===== config.mk =====
export PLATFORM = sky130hd
export DESIGN_NAME = sha256_stream_hash
export DESIGN_NICKNAME = d
export VERILOG_FILES = /design/src/hw/rtl/sha_pkg.sv /design/src/hw/rtl/sha_front.sv /design/src/hw/rtl/sha_queue.sv /design/src/hw/rtl/sha_core.sv /design/src/hw/rtl/sha256_stream_hash.sv
export SDC_FILE = /design/constraint.sdc
export NUM_CORES = 2
export LEC_CHECK = 0
export BUFFER_PORTS_ARGS = -buffer_cell sky130_fd_sc_hd__buf_2
export CAP_MARGIN = 30
export CORE_MARGIN = 1.5
export CORE_UTILIZATION = 27
export CTS_CLUSTER_SIZE = 16
export DETAILED_ROUTE_END_ITERATION = 12
export MAX_ROUTING_LAYER = met4
export PLACE_DENSITY = 0.48
export SYNTH_ARGS = -nofsm -noshare
export SYNTH_HDL_FRONTEND = slang
export SYNTH_SLANG_ARGS = --single-unit

===== constraint.sdc =====
create_clock -name clk -period 24.5 [get_ports clk]
set_input_delay 4.9 -clock clk [delete_from_list [all_inputs] [get_ports clk]]
set_output_delay 4.9 -clock clk [all_outputs]
set_load 0.02 [all_outputs]

===== src/hw/rtl/sha_pkg.sv =====
// Shared types, constants and a rotate helper of the SHA-256 stream engine.
package sha_pkg;

  typedef struct packed {
    logic [7:0] data_byte;
    logic       has_data;
    logic       last_byte;
  } in_word_t;

  typedef struct packed {
    logic [31:0] digest_word;
    logic [2:0]  word_index;
    logic        last_word;
  } out_word_t;

  // One finished 512-bit block passed from the front to the core.
  typedef struct packed {
    logic [511:0] block;
    logic         final_blk;
  } blk_t;

  // The queue depth is a power of two so the pointers wrap on their own.
  localparam int unsigned QueueDepth = 2;
  localparam int unsigned QueuePtrW  = $clog2(QueueDepth);
  localparam int unsigned QueueCntW  = $clog2(QueueDepth + 1);

  localparam logic [31:0] InitHash [8] = '{
    32'h6a09e667, 32'hbb67ae85, 32'h3c6ef372, 32'ha54ff53a,
    32'h510e527f, 32'h9b05688c, 32'h1f83d9ab, 32'h5be0cd19
  };

  localparam logic [7:0] PadByte = 8'h80;

  localparam logic [31:0] RoundK [64] = '{
    32'h428a2f98, 32'h71374491, 32'hb5c0fbcf, 32'he9b5dba5,
    32'h3956c25b, 32'h59f111f1, 32'h923f82a4, 32'hab1c5ed5,
    32'hd807aa98, 32'h12835b01, 32'h243185be, 32'h550c7dc3,
    32'h72be5d74, 32'h80deb1fe, 32'h9bdc06a7, 32'hc19bf174,
    32'he49b69c1, 32'hefbe4786, 32'h0fc19dc6, 32'h240ca1cc,
    32'h2de92c6f, 32'h4a7484aa, 32'h5cb0a9dc, 32'h76f988da,
    32'h983e5152, 32'ha831c66d, 32'hb00327c8, 32'hbf597fc7,
    32'hc6e00bf3, 32'hd5a79147, 32'h06ca6351, 32'h14292967,
    32'h27b70a85, 32'h2e1b2138, 32'h4d2c6dfc, 32'h53380d13,
    32'h650a7354, 32'h766a0abb, 32'h81c2c92e, 32'h92722c85,
    32'ha2bfe8a1, 32'ha81a664b, 32'hc24b8b70, 32'hc76c51a3,
    32'hd192e819, 32'hd6990624, 32'hf40e3585, 32'h106aa070,
    32'h19a4c116, 32'h1e376c08, 32'h2748774c, 32'h34b0bcb5,
    32'h391c0cb3, 32'h4ed8aa4a, 32'h5b9cca4f, 32'h682e6ff3,
    32'h748f82ee, 32'h78a5636f, 32'h84c87814, 32'h8cc70208,
    32'h90befffa, 32'ha4506ceb, 32'hbef9a3f7, 32'hc67178f2
  };

  function automatic logic [31:0] ror(input logic [31:0] v, input int unsigned n);
    ror = (v >> n) | (v << (32 - n));
  endfunction

endpackage


===== src/hw/rtl/sha_front.sv =====
// Front end: collects bytes into blocks, appends padding and length.
module sha_front (
  input  logic              clk,
  input  logic              rst_n,
  input  logic              in_push,
  output logic              in_full,
  input  sha_pkg::in_word_t in_data,
  output logic              blk_valid,
  input  logic              blk_ready,
  output sha_pkg::blk_t     blk_data
);
  import sha_pkg::*;

  typedef enum logic [2:0] {
    ST_TAKE = 3'b001,
    ST_PAD  = 3'b010,
    ST_SEND = 3'b100
  } fstate_t;

  fstate_t      state_r, state_nxt;
  logic [511:0] buf_r, buf_nxt;
  logic [6:0]   fill_r, fill_nxt;
  logic [63:0]  bits_r, bits_nxt;
  logic         fin_r, fin_nxt;      // message end seen, padding pending
  logic         lenin_r, lenin_nxt;  // the length is in the held block
  logic         padb_r, padb_nxt;    // the 0x80 byte has been placed

  // A full block leaves in ST_SEND; padding proceeds one byte per cycle.
  assign in_full   = (state_r != ST_TAKE);
  assign blk_valid = (state_r == ST_SEND);
  assign blk_data  = '{block: buf_r, final_blk: lenin_r};

  always_comb begin
    logic [7:0] pb;
    state_nxt = state_r;
    buf_nxt   = buf_r;
    fill_nxt  = fill_r;
    bits_nxt  = bits_r;
    fin_nxt   = fin_r;
    lenin_nxt = lenin_r;
    padb_nxt  = padb_r;
    pb        = 8'h00;
    case (state_r)
      ST_TAKE: begin
        if (in_push) begin
          if (in_data.has_data) begin
            buf_nxt[511 - 8*fill_r[5:0] -: 8] = in_data.data_byte;
            fill_nxt = fill_r + 7'd1;
            bits_nxt = bits_r + 64'd8;
          end
          if (in_data.last_byte) begin
            fin_nxt   = 1'b1;
            padb_nxt  = 1'b0;
            state_nxt = ST_PAD;
          end
          if (in_data.has_data && fill_r == 7'd63) state_nxt = ST_SEND;
        end
      end
      ST_PAD: begin
        // The length goes in only once the 0x80 byte is in place.
        if (fill_r == 7'd56 && padb_r) begin
          buf_nxt[63:0] = bits_r;
          lenin_nxt = 1'b1;
          fill_nxt  = 7'd64;
          state_nxt = ST_SEND;
        end else begin
          pb = padb_r ? 8'h00 : PadByte;
          buf_nxt[511 - 8*fill_r[5:0] -: 8] = pb;
          padb_nxt = 1'b1;
          fill_nxt = fill_r + 7'd1;
          if (fill_r == 7'd63) state_nxt = ST_SEND;
        end
      end
      ST_SEND: begin
        if (blk_ready) begin
          fill_nxt = 7'd0;
          if (lenin_r) begin
            lenin_nxt = 1'b0;
            fin_nxt   = 1'b0;
            bits_nxt  = 64'd0;
            state_nxt = ST_TAKE;
          end else if (fin_r) begin
            state_nxt = ST_PAD;
          end else begin
            state_nxt = ST_TAKE;
          end
        end
      end
      default: state_nxt = ST_TAKE;
    endcase
  end

  always_ff @(posedge clk) begin
    if (!rst_n) begin
      state_r <= ST_TAKE;
      fill_r  <= 7'd0;
      bits_r  <= 64'd0;
      fin_r   <= 1'b0;
      lenin_r <= 1'b0;
      padb_r  <= 1'b0;
    end else begin
      state_r <= state_nxt;
      fill_r  <= fill_nxt;
      bits_r  <= bits_nxt;
      fin_r   <= fin_nxt;
      lenin_r <= lenin_nxt;
      padb_r  <= padb_nxt;
    end
    buf_r <= buf_nxt;
  end

`ifndef SYNTHESIS
  a_fill_range: assert property (@(posedge clk) disable iff (!rst_n)
    fill_r <= 7'd64) else $error("block fill out of range");
  a_len_final: assert property (@(posedge clk) disable iff (!rst_n)
    lenin_r |-> (state_r == ST_SEND)) else $error("length block not held");
  a_send_full: assert property (@(posedge clk) disable iff (!rst_n)
    (state_r == ST_SEND) |-> (fill_r == 7'd64)) else $error("partial block sent");
`endif
endmodule


===== src/hw/rtl/sha_queue.sv =====
// Short block queue between the front end and the compression core.
module sha_queue (
  input  logic          clk,
  input  logic          rst_n,
  input  logic          wr_valid,
  output logic          wr_ready,
  input  sha_pkg::blk_t wr_data,
  output logic          rd_valid,
  input  logic          rd_ready,
  output sha_pkg::blk_t rd_data
);
  import sha_pkg::*;

  blk_t                 mem_r [QueueDepth];
  logic [QueuePtrW-1:0] wp_r, rp_r;
  logic [QueueCntW-1:0] cnt_r;
  logic                 wr_en, rd_en;

  assign wr_ready = (cnt_r != QueueCntW'(QueueDepth));
  assign rd_valid = (cnt_r != '0);
  assign rd_data  = mem_r[rp_r];
  assign wr_en    = wr_valid && wr_ready;
  assign rd_en    = rd_valid && rd_ready;

  always_ff @(posedge clk) begin
    if (!rst_n) begin
      wp_r  <= '0;
      rp_r  <= '0;
      cnt_r <= '0;
    end else begin
      if (wr_en) wp_r <= wp_r + 1'b1;
      if (rd_en) rp_r <= rp_r + 1'b1;
      cnt_r <= cnt_r + QueueCntW'(wr_en) - QueueCntW'(rd_en);
    end
    if (wr_en) mem_r[wp_r] <= wr_data;
  end

`ifndef SYNTHESIS
  a_cnt: assert property (@(posedge clk) disable iff (!rst_n)
    cnt_r <= QueueCntW'(QueueDepth)) else $error("queue count overflow");
  a_ptr: assert property (@(posedge clk) disable iff (!rst_n)
    (wp_r - rp_r) == cnt_r[QueuePtrW-1:0]) else $error("queue pointers disagree with count");
  a_hold: assert property (@(posedge clk) disable iff (!rst_n)
    (rd_valid && !rd_ready) |=> rd_valid) else $error("queue lost a block");
`endif
endmodule


===== src/hw/rtl/sha_core.sv =====
// Compression core: one round per cycle, then digest emission after a final block.
module sha_core (
  input  logic                clk,
  input  logic                rst_n,
  input  logic                blk_valid,
  output logic                blk_ready,
  input  sha_pkg::blk_t       blk_data,
  output logic                out_empty,
  input  logic                out_pop,
  output sha_pkg::out_word_t  out_data
);
  import sha_pkg::*;

  typedef enum logic [2:0] {
    ST_IDLE = 3'b001,
    ST_RUN  = 3'b010,
    ST_EMIT = 3'b100
  } cstate_t;

  cstate_t     state_r;
  logic [31:0] h_r [8];
  logic [31:0] v_r [8];
  logic [31:0] w_r [16];
  logic [5:0]  rnd_r;
  logic        fin_r;
  logic [2:0]  idx_r;
  logic [31:0] wt, s1, s2;

  assign blk_ready = (state_r == ST_IDLE);
  assign out_empty = (state_r != ST_EMIT);
  assign out_data  = '{digest_word: h_r[idx_r], word_index: idx_r,
                       last_word: (idx_r == 3'd7)};

  always_comb begin
    logic [31:0] m2, m15;
    m2  = w_r[14];
    m15 = w_r[1];
    if (rnd_r < 6'd16) wt = w_r[0];
    else wt = (ror(m2, 17) ^ ror(m2, 19) ^ (m2 >> 10)) + w_r[9] +
              (ror(m15, 7) ^ ror(m15, 18) ^ (m15 >> 3)) + w_r[0];
    s1 = v_r[7] + (ror(v_r[4], 6) ^ ror(v_r[4], 11) ^ ror(v_r[4], 25)) +
         ((v_r[4] & v_r[5]) ^ (~v_r[4] & v_r[6])) + RoundK[rnd_r] + wt;
    s2 = (ror(v_r[0], 2) ^ ror(v_r[0], 13) ^ ror(v_r[0], 22)) +
         ((v_r[0] & v_r[1]) ^ (v_r[0] & v_r[2]) ^ (v_r[1] & v_r[2]));
  end

  // The window shifts each round: w_r[0] is the current word, w_r[15] newest.
  always_ff @(posedge clk) begin
    if (!rst_n) begin
      state_r <= ST_IDLE;
      rnd_r   <= 6'd0;
      idx_r   <= 3'd0;
      fin_r   <= 1'b0;
      for (int k = 0; k < 8; k++) h_r[k] <= InitHash[k];
    end else begin
      case (state_r)
        ST_IDLE: begin
          if (blk_valid) begin
            for (int k = 0; k < 16; k++) w_r[k] <= blk_data.block[511 - 32*k -: 32];
            for (int k = 0; k < 8; k++) v_r[k] <= h_r[k];
            fin_r   <= blk_data.final_blk;
            rnd_r   <= 6'd0;
            state_r <= ST_RUN;
          end
        end
        ST_RUN: begin
          for (int k = 0; k < 15; k++) w_r[k] <= w_r[k+1];
          w_r[15] <= wt;
          v_r[7] <= v_r[6]; v_r[6] <= v_r[5]; v_r[5] <= v_r[4];
          v_r[4] <= v_r[3] + s1;
          v_r[3] <= v_r[2]; v_r[2] <= v_r[1]; v_r[1] <= v_r[0];
          v_r[0] <= s1 + s2;
          rnd_r  <= rnd_r + 6'd1;
          if (rnd_r == 6'd63) begin
            for (int k = 1; k < 8; k++) begin
              if (k != 4) h_r[k] <= h_r[k] + v_r[k-1];
            end
            h_r[0]  <= h_r[0] + s1 + s2;
            h_r[4]  <= h_r[4] + v_r[3] + s1;
            idx_r   <= 3'd0;
            state_r <= fin_r ? ST_EMIT : ST_IDLE;
          end
        end
        ST_EMIT: begin
          if (out_pop) begin
            idx_r <= idx_r + 3'd1;
            if (idx_r == 3'd7) begin
              for (int k = 0; k < 8; k++) h_r[k] <= InitHash[k];
              state_r <= ST_IDLE;
            end
          end
        end
        default: state_r <= ST_IDLE;
      endcase
    end
  end

`ifndef SYNTHESIS
  a_emit_start: assert property (@(posedge clk) disable iff (!rst_n)
    $rose(state_r == ST_EMIT) |-> (idx_r == 3'd0)) else $error("digest not from h0");
  a_run_len: assert property (@(posedge clk) disable iff (!rst_n)
    (state_r == ST_RUN && rnd_r != 6'd63) |=> (state_r == ST_RUN))
    else $error("compression left early");
  a_reinit: assert property (@(posedge clk) disable iff (!rst_n)
    (state_r == ST_EMIT && out_pop && idx_r == 3'd7) |=> (h_r[0] == InitHash[0]))
    else $error("hash not reinitialized");
`endif
endmodule


===== src/hw/rtl/sha256_stream_hash.sv =====
// Top level of the streaming SHA-256 engine.
// Flow: the front packs bytes into blocks; after a last word it pads one byte per cycle,
// and the core compresses one block at a time.
// Throughput: one byte per cycle while the front is taking bytes and the block queue
// has room; the sustained block rate is set by both the front and the round unit.
// Reset (rst_n low, synchronous) clears all control and restores initial hashes.
module sha256_stream_hash (
  input  logic                clk,
  input  logic                rst_n,
  input  logic                in_push,
  output logic                in_full,
  input  sha_pkg::in_word_t   in_data,
  output logic                out_empty,
  input  logic                out_pop,
  output sha_pkg::out_word_t  out_data
);
  import sha_pkg::*;

  // The front end packs bytes and padding into blocks; the queue decouples
  // it from the core so bytes keep flowing while a block is compressed.
  logic  f_valid, f_ready, q_valid, q_ready;
  blk_t  f_blk, q_blk;

  sha_front u_front (
    .clk, .rst_n, .in_push, .in_full, .in_data,
    .blk_valid(f_valid), .blk_ready(f_ready), .blk_data(f_blk)
  );

  sha_queue u_queue (
    .clk, .rst_n,
    .wr_valid(f_valid), .wr_ready(f_ready), .wr_data(f_blk),
    .rd_valid(q_valid), .rd_ready(q_ready), .rd_data(q_blk)
  );

  // The core holds each digest word on the output until it is popped.
  sha_core u_core (
    .clk, .rst_n,
    .blk_valid(q_valid), .blk_ready(q_ready), .blk_data(q_blk),
    .out_empty, .out_pop, .out_data
  );
endmodule


## Word-level counts from Yosys, hierarchy flattened

Memories as Yosys holds them, arrays and structs flattened. A register that Yosys moved wholly into a read port is not among the register bits.
Cells that the tools add are included.

| storage, ports and cells | value |
|---|---|
| bits in registers | 606 |
| RAM bits | 2,050 |
| ROM bits | 2,048 |
| input port bits | 14 |
| output and inout port bits | 38 |
| word-level logic and storage cells | 288 |
| memories | 5 |

Memories:

| memory | words | bits a word | rd ports | clocked after Yosys merged registers in | wr ports | line | RTL |
|---|---|---|---|---|---|---|---|
| (name not given) | 64 | 32 | 1 | 0 | 0 | sha_core.sv:42 | `((v_r[4] & v_r[5]) ^ (~v_r[4] & v_r[6])) + RoundK[rnd_r] + wt;` |
| u_queue.mem_r | 2 | 513 | 1 | 1 | 1 | sha_queue.sv:14 | `blk_t mem_r [QueueDepth];` |
| u_core.w_r | 16 | 32 | 16 | 0 | 16 | sha_core.sv:23 | `logic [31:0] w_r [16];` |
| u_core.h_r | 8 | 32 | 9 | 1 | 8 | sha_core.sv:21 | `logic [31:0] h_r [8];` |
| u_core.v_r | 8 | 32 | 8 | 0 | 8 | sha_core.sv:22 | `logic [31:0] v_r [8];` |

| cells by class | value |
|---|---|
| add/sub/neg operators | 30 |
| magnitude comparators | 2 |
| eq/ne operators | 26 |
| shifts and indexed selects | 3 |
| mux-type cells | 116 |
| bitwise gates (word level) | 68 |
| reduce and logical (&&, ||, !) cells | 23 |

Operators by type and width:

| operator | count |
|---|---|
| $mux W32 | 43 |
| $shiftx A8 B34 Y519 | 2 |
| $bwmux W512 | 2 |
| $mux W512 | 2 |
| $pmux W512 S2 | 1 |
| $add A32 B32 Y32 | 20 |
| $shift A8 B34 Y519 const A | 1 |
| $mux W448 | 1 |
| $mux W64 | 5 |
| $xor A32 B32 Y32 | 9 |
| $and A32 B32 Y32 | 5 |
| $pmux W64 S2 | 1 |
| $add A64 B4 Y64 const B | 1 |
| $mux W3 | 16 |
| $or A1 B1 Y1 | 40 |
| $neg A32 Y34 | 1 |
| $not A32 Y32 | 1 |
| $or A10 B32 Y32 | 1 |
| $or A13 B32 Y32 | 1 |
| $or A14 B32 Y32 | 1 |
| $or A15 B32 Y32 | 1 |
| $or A19 B32 Y32 | 1 |
| $or A21 B32 Y32 | 1 |
| $or A25 B32 Y32 | 1 |
| 42 further kinds | 110 |

## Depth between registers and ports, before layout

An unclocked memory read counts as a cell.

| depth | value |
|---|---|
| depth after elaboration | 13 |
| mapped depth | 45 |
| depth with buffers taken out | 45 |

## By module

From an unflattened synthesis, not the netlist that was laid out.

| unflattened totals | value |
|---|---|
| cell total of the unflattened synthesis | 11,326 |
| area, all modules | 134,011.0 um^2 |

By module, submodules not included:

| module | times used | cells an instance | area an instance (um^2) | sequential area each (um^2) |
|---|---|---|---|---|
| sha_core | 1 | 7,826 | 73,415.4 | 31,069.8 |
| sha_queue | 1 | 1,620 | 37,437.2 | 30,909.6 |
| sha_front | 1 | 1,880 | 23,158.5 | 16,856.2 |

## Worst setup path before layout

OpenSTA, ideal clock, no wires.

| timing | value |
|---|---|
| path kind | reg2reg |
| start | register u_front.state_r[2] |
| end | register u_queue.wp_r |
| setup time | 159 ps |
| arrival time | 23,658 ps |
| setup slack | 683 ps |
| stages on the path, launching flop included | 5 |
| period minus slack after synthesis | 23,817 ps |
| cell sequence | dfxtp_1 > nor3b_1 > nand2_1 > nor2_1 > o21a_1 |

| on the way | value |
|---|---|
| word-level cells in the longest chain between the ends | 2 |

Ends and longest elaborated chain:

| item | line | RTL |
|---|---|---|
| start: declaration | sha_front.sv:20 | `fstate_t state_r, state_nxt;` |
| start signal: assignment | sha_front.sv:102 | `state_r <= state_nxt;` |
| $eq A3 B3 Y1 | sha_front.sv:30 | `assign blk_valid = (state_r == ST_SEND);` |
| $logic_and A1 B1 Y1 | sha_queue.sv:22 | `assign wr_en = wr_valid && wr_ready;` |
| end signal: assignment | sha_queue.sv:31 | `if (wr_en) wp_r <= wp_r + 1'b1;` |
| end: declaration | sha_queue.sv:15 | `logic [QueuePtrW-1:0] wp_r, rp_r;` |

Every way passes these cells.
A chain may end at the register's enable or synchronous reset.

==> impl_metrics.py <==
metrics = {
    "outcome": {
        "status": "complete, no violations",
    },
    "yosys": {
        "synth_top_family_by_area": "simple AND/OR/NAND/NOR gates",
        "avgSynthCellArea_sq_um": 12.2,
        "netlist_area_sq_mm": 0.131,
        "ys_seq_elements": 2657,
        "synth_top_area_share_pct": 58.7,
        "syn_inst": 10800,
        "synth-edff-count": 2562,
        "synth-xor-area-share_pct": 4.44,
        "synthMuxAreaShare_pct": 5.48,
        "yosysTopAreaCell": "edfxtp_1",
        "synth_warnings": 0,
        "synth_ff_type": "edfxtp_1",
        "ys_top_cells_by_area": "edfxtp_1 59%, nand2_1 4.5%, ha_1 4.1%",
        "ys_seq_area_share_pct": 60.1,
        "yosys.area_share.adder_pct": 7.82,
        "synth_compound_area_share_pct": 8.68,
        "synth_nets": 11400,
        "yosysUniqueCellTypes": 95,
        "ys_async_sr_fraction_pct": 0,
        "synthSimpleGateAreaFrac_pct": 10.7,
    },
    "global_routing": {
        "grt_pass1_vias": 82100,
        "grt-ovfl-total": 0,
        "grt_max_degree": 191,
        "grt_usage_pct": 16.8,
        "antenna_found_initial": 30,
        "grt_pass1_wl_mm": 591,
    },
    "setup_path": {
        "reg2regPathDepth": 43,
        "rr_startpoint": "u_core.w_r[0][467]",
        "cp.depth": 43,
        "reg2reg_to": "u_core.h_r[4][31]",
        "worstPathRequired_ns": 25.16,
        "r2r_slack_ns": 12.44,
        "critical_path.top_delay_family": "compound AO/OA/AOI/OAI gates",
        "crit_path_end_kind": "register",
        "cpMostUsedCell": "a21oi_1",
        "startpoint": "u_core.w_r[0][467]",
        "crit_type": "reg2reg",
        "critPathBufInv": 5,
        "critPathSlowestCell": "o41ai_1",
        "critPathCapture": "u_core.h_r[4][31]",
        "max_stage_delay_ns": 0.73,
        "arrival_ns": 12.72,
        "critPathLaunchType": "register",
        "crit_fanout": 4,
    },
    "sta": {
        "period_needed_ns": 12.06,
        "setup-tns-final_ns": 0,
        "maxSlewViolCount": 0,
        "setup_violations": 0,
        "post-route-period-util_pct": 49.2,
        "slew_headroom_pct": 26.0,
        "worst_pin_slew_ns": 1.11,
        "rsz0062_at_grt": "false",
        "clock_skew_ns": 0.115,
        "hold_viol": 0,
        "fmax_mhz": 82.9,
    },
    "floorplanning": {
        "start_util_pct": 27.1,
        "die_w_um": 700,
        "dieArea_sq_mm": 0.490,
        "io_pins": 52,
        "die_y_um": 700,
        "num_rows": 255,
        "core_region_area_sq_mm": 0.483,
    },
    "clocking": {
        "htreeDepth": 5,
        "root_buffer": "clkbuf_16",
        "insertion_delay_ns": 0.97,
        "ctsLongestPathBuffers": 4,
        "clock-sinks": 2657,
        "post-cts-setup-buffer-count": 0,
        "ctsHoldBuffers": 0,
        "cts_tree": "yes",
        "cts_resized": 0,
        "cts_buffers": 310,
        "path_clk_slew_ns": 0.06,
    },
    "placement": {
        "portBuffers": 51,
        "post-place-cells": 16900,
        "dp_hpwl_mm": 289,
        "gp_congestion": 0.896,
    },
    "finish": {
        "stdcell_count": 17500,
        "final_util_pct": 30.9,
        "syn2layout_area_growth_pct": 13.8,
        "drive_above_1_share_pct": 7.68,
        "n_fill_cell": 48900,
        "final_net_count": 11500,
    },
    "detailed_routing": {
        "ant_nets": 0,
        "num_vias": 83600,
        "drt-pass1-iter-count": 7,
        "drtIter0Drc": 7169,
        "wl_per_cell_um": 23.5,
        "wl_mm": 411,
        "avgViaCountPerCell": 4.78,
        "post-route-drc-count": 0,
    },
    "hold_path": {
        "whs_path_depth": 0,
        "hp-class": "reg2reg",
    },
    "job": {
        "max-cap-violations": 0,
    },
}
==> cells in the final DEF, fill, tap and decap left out, drive strengths merged, types with 16 or more instances in the layout <==
cell type	n
nand4	44
a211oi	54
buf	229
clkbuf	404
and2	35
o211ai	35
a21o	191
nand3	272
xnor2	405
and3	55
mux4	68
nand2b	118
a31oi	46
dfxtp	95
a311oi	16
nor3b	17
or2	16
mux2	37
nand2	1581
ha	432
nor2	868
a21boi	24
or3	40
clkinv	113
mux2i	523
maj3	31
o21a	48
edfxtp	2562
a21oi	408
o21ai	841
nor3	82
o21bai	51
nor2b	113
o31ai	52
fa	227
xor2	254
inv	453
bufinv	27
==> logic make-up (layout without fill, tap and decap cells) <==
logic type,Yosys count,count (layout)
other,0,9
adders and majority gates,690,690
xor gates and xnor gates,661,661
buffers and inverters,950,1229
DFF,2657,2657
AOI/OAI and AO/OA,1905,1905
muxes,628,628
and+or+nand+nor,3283,3283
==> sequential cells by signal, summed over array words and instances, names as in the netlist, named ones only <==
signal           cells
u_front.fill_r       7
u_queue.wp_r         1
u_front.padb_r       1
u_core.fin_r         1
u_front.lenin_r      1
u_front.fin_r        1
u_core.idx_r         3
u_core.w_r         512
u_queue.cnt_r        2
u_front.buf_r      512
u_front.bits_r      61
u_front.state_r      3
u_core.rnd_r         6
u_core.h_r         256
u_core.v_r         256
u_queue.mem_r     1026
u_core.state_r       3
u_queue.rp_r         1
==> stage by stage <==
step           setup slack (ns)  hold slack [ns]  instance area [sq um]
3_5_place_dp              12.60            0.429                 139000
3_3_place_gp              12.51            0.422                 139000
5_1_grt                   11.79            0.380                 149000
6_report                  12.44            0.373                 149000
2_1_floorplan             0.683            0.421                 131000
4_1_cts                   12.56            0.351                 149000
==> how the worst min path moves through the flow <==
stage | startpoint | to | slack, ns
after floorplan | u_front.buf_r[99] | u_queue.mem_r[0][100] | 0.42
after global placement | u_front.buf_r[321] | u_queue.mem_r[0][322] | 0.42
after detailed placement | u_front.buf_r[185] | u_queue.mem_r[0][186] | 0.43
after CTS | u_front.buf_r[453] | u_queue.mem_r[1][454] | 0.35
after global routing | u_front.buf_r[453] | u_queue.mem_r[1][454] | 0.38
final | u_front.buf_r[453] | u_queue.mem_r[1][454] | 0.37
==> synth_stat cells (37+ instances only) <==
library cell and n:
mux2_2 37, o21ai_0 831, nor3_1 82, o21a_1 48, a21o_1 189, nand2b_1 118
nand4_1 44, nor2_1 868, xor2_1 254, o21bai_1 51, xnor2_1 405, or3_1 40
edfxtp_1 2562, a31oi_1 44, o31ai_1 51, dfxtp_1 95, a211oi_1 53, mux4_2 68
nor2b_1 113, clkbuf_1 449, and3_1 54, buf_1 64, fa_1 227, inv_1 432
nand3_1 272, nand2_1 1581, ha_1 432, a21oi_1 406, mux2i_1 523
==> cell type report <==
class | instances | area [sq um] | share of cell area, %
Sequential cell | 2657 | 78900 | 52.8
Multi-Input combinational cell | 7167 | 48900 | 32.8
Clock inverter | 160 | 1740 | 1.17
Inverter | 436 | 1640 | 1.10
Clock buffer | 404 | 8260 | 5.54
Timing Repair Buffer | 229 | 1780 | 1.19
Antenna cell | 9 | 22.5 | 0.0151
Tap cell | 6425 | 8040 | 5.39
==> routing by layer <==
| layer | up-vias | global-route usage, % | routed length (um) |
|---|---|---|---|
| met5 | - | - | 0 |
| met4 | 0 | 3.84 | 10200 |
| met2 | 2025 | 26.7 | 191000 |
| met3 | 513 | 2.02 | 18800 |
| met1 | 42300 | 23.1 | 191000 |
| li1 | 38800 | - | - |
Power is not shown: default switching activity piles up to over one toggle a cycle in this logic, so the estimate is an artifact.
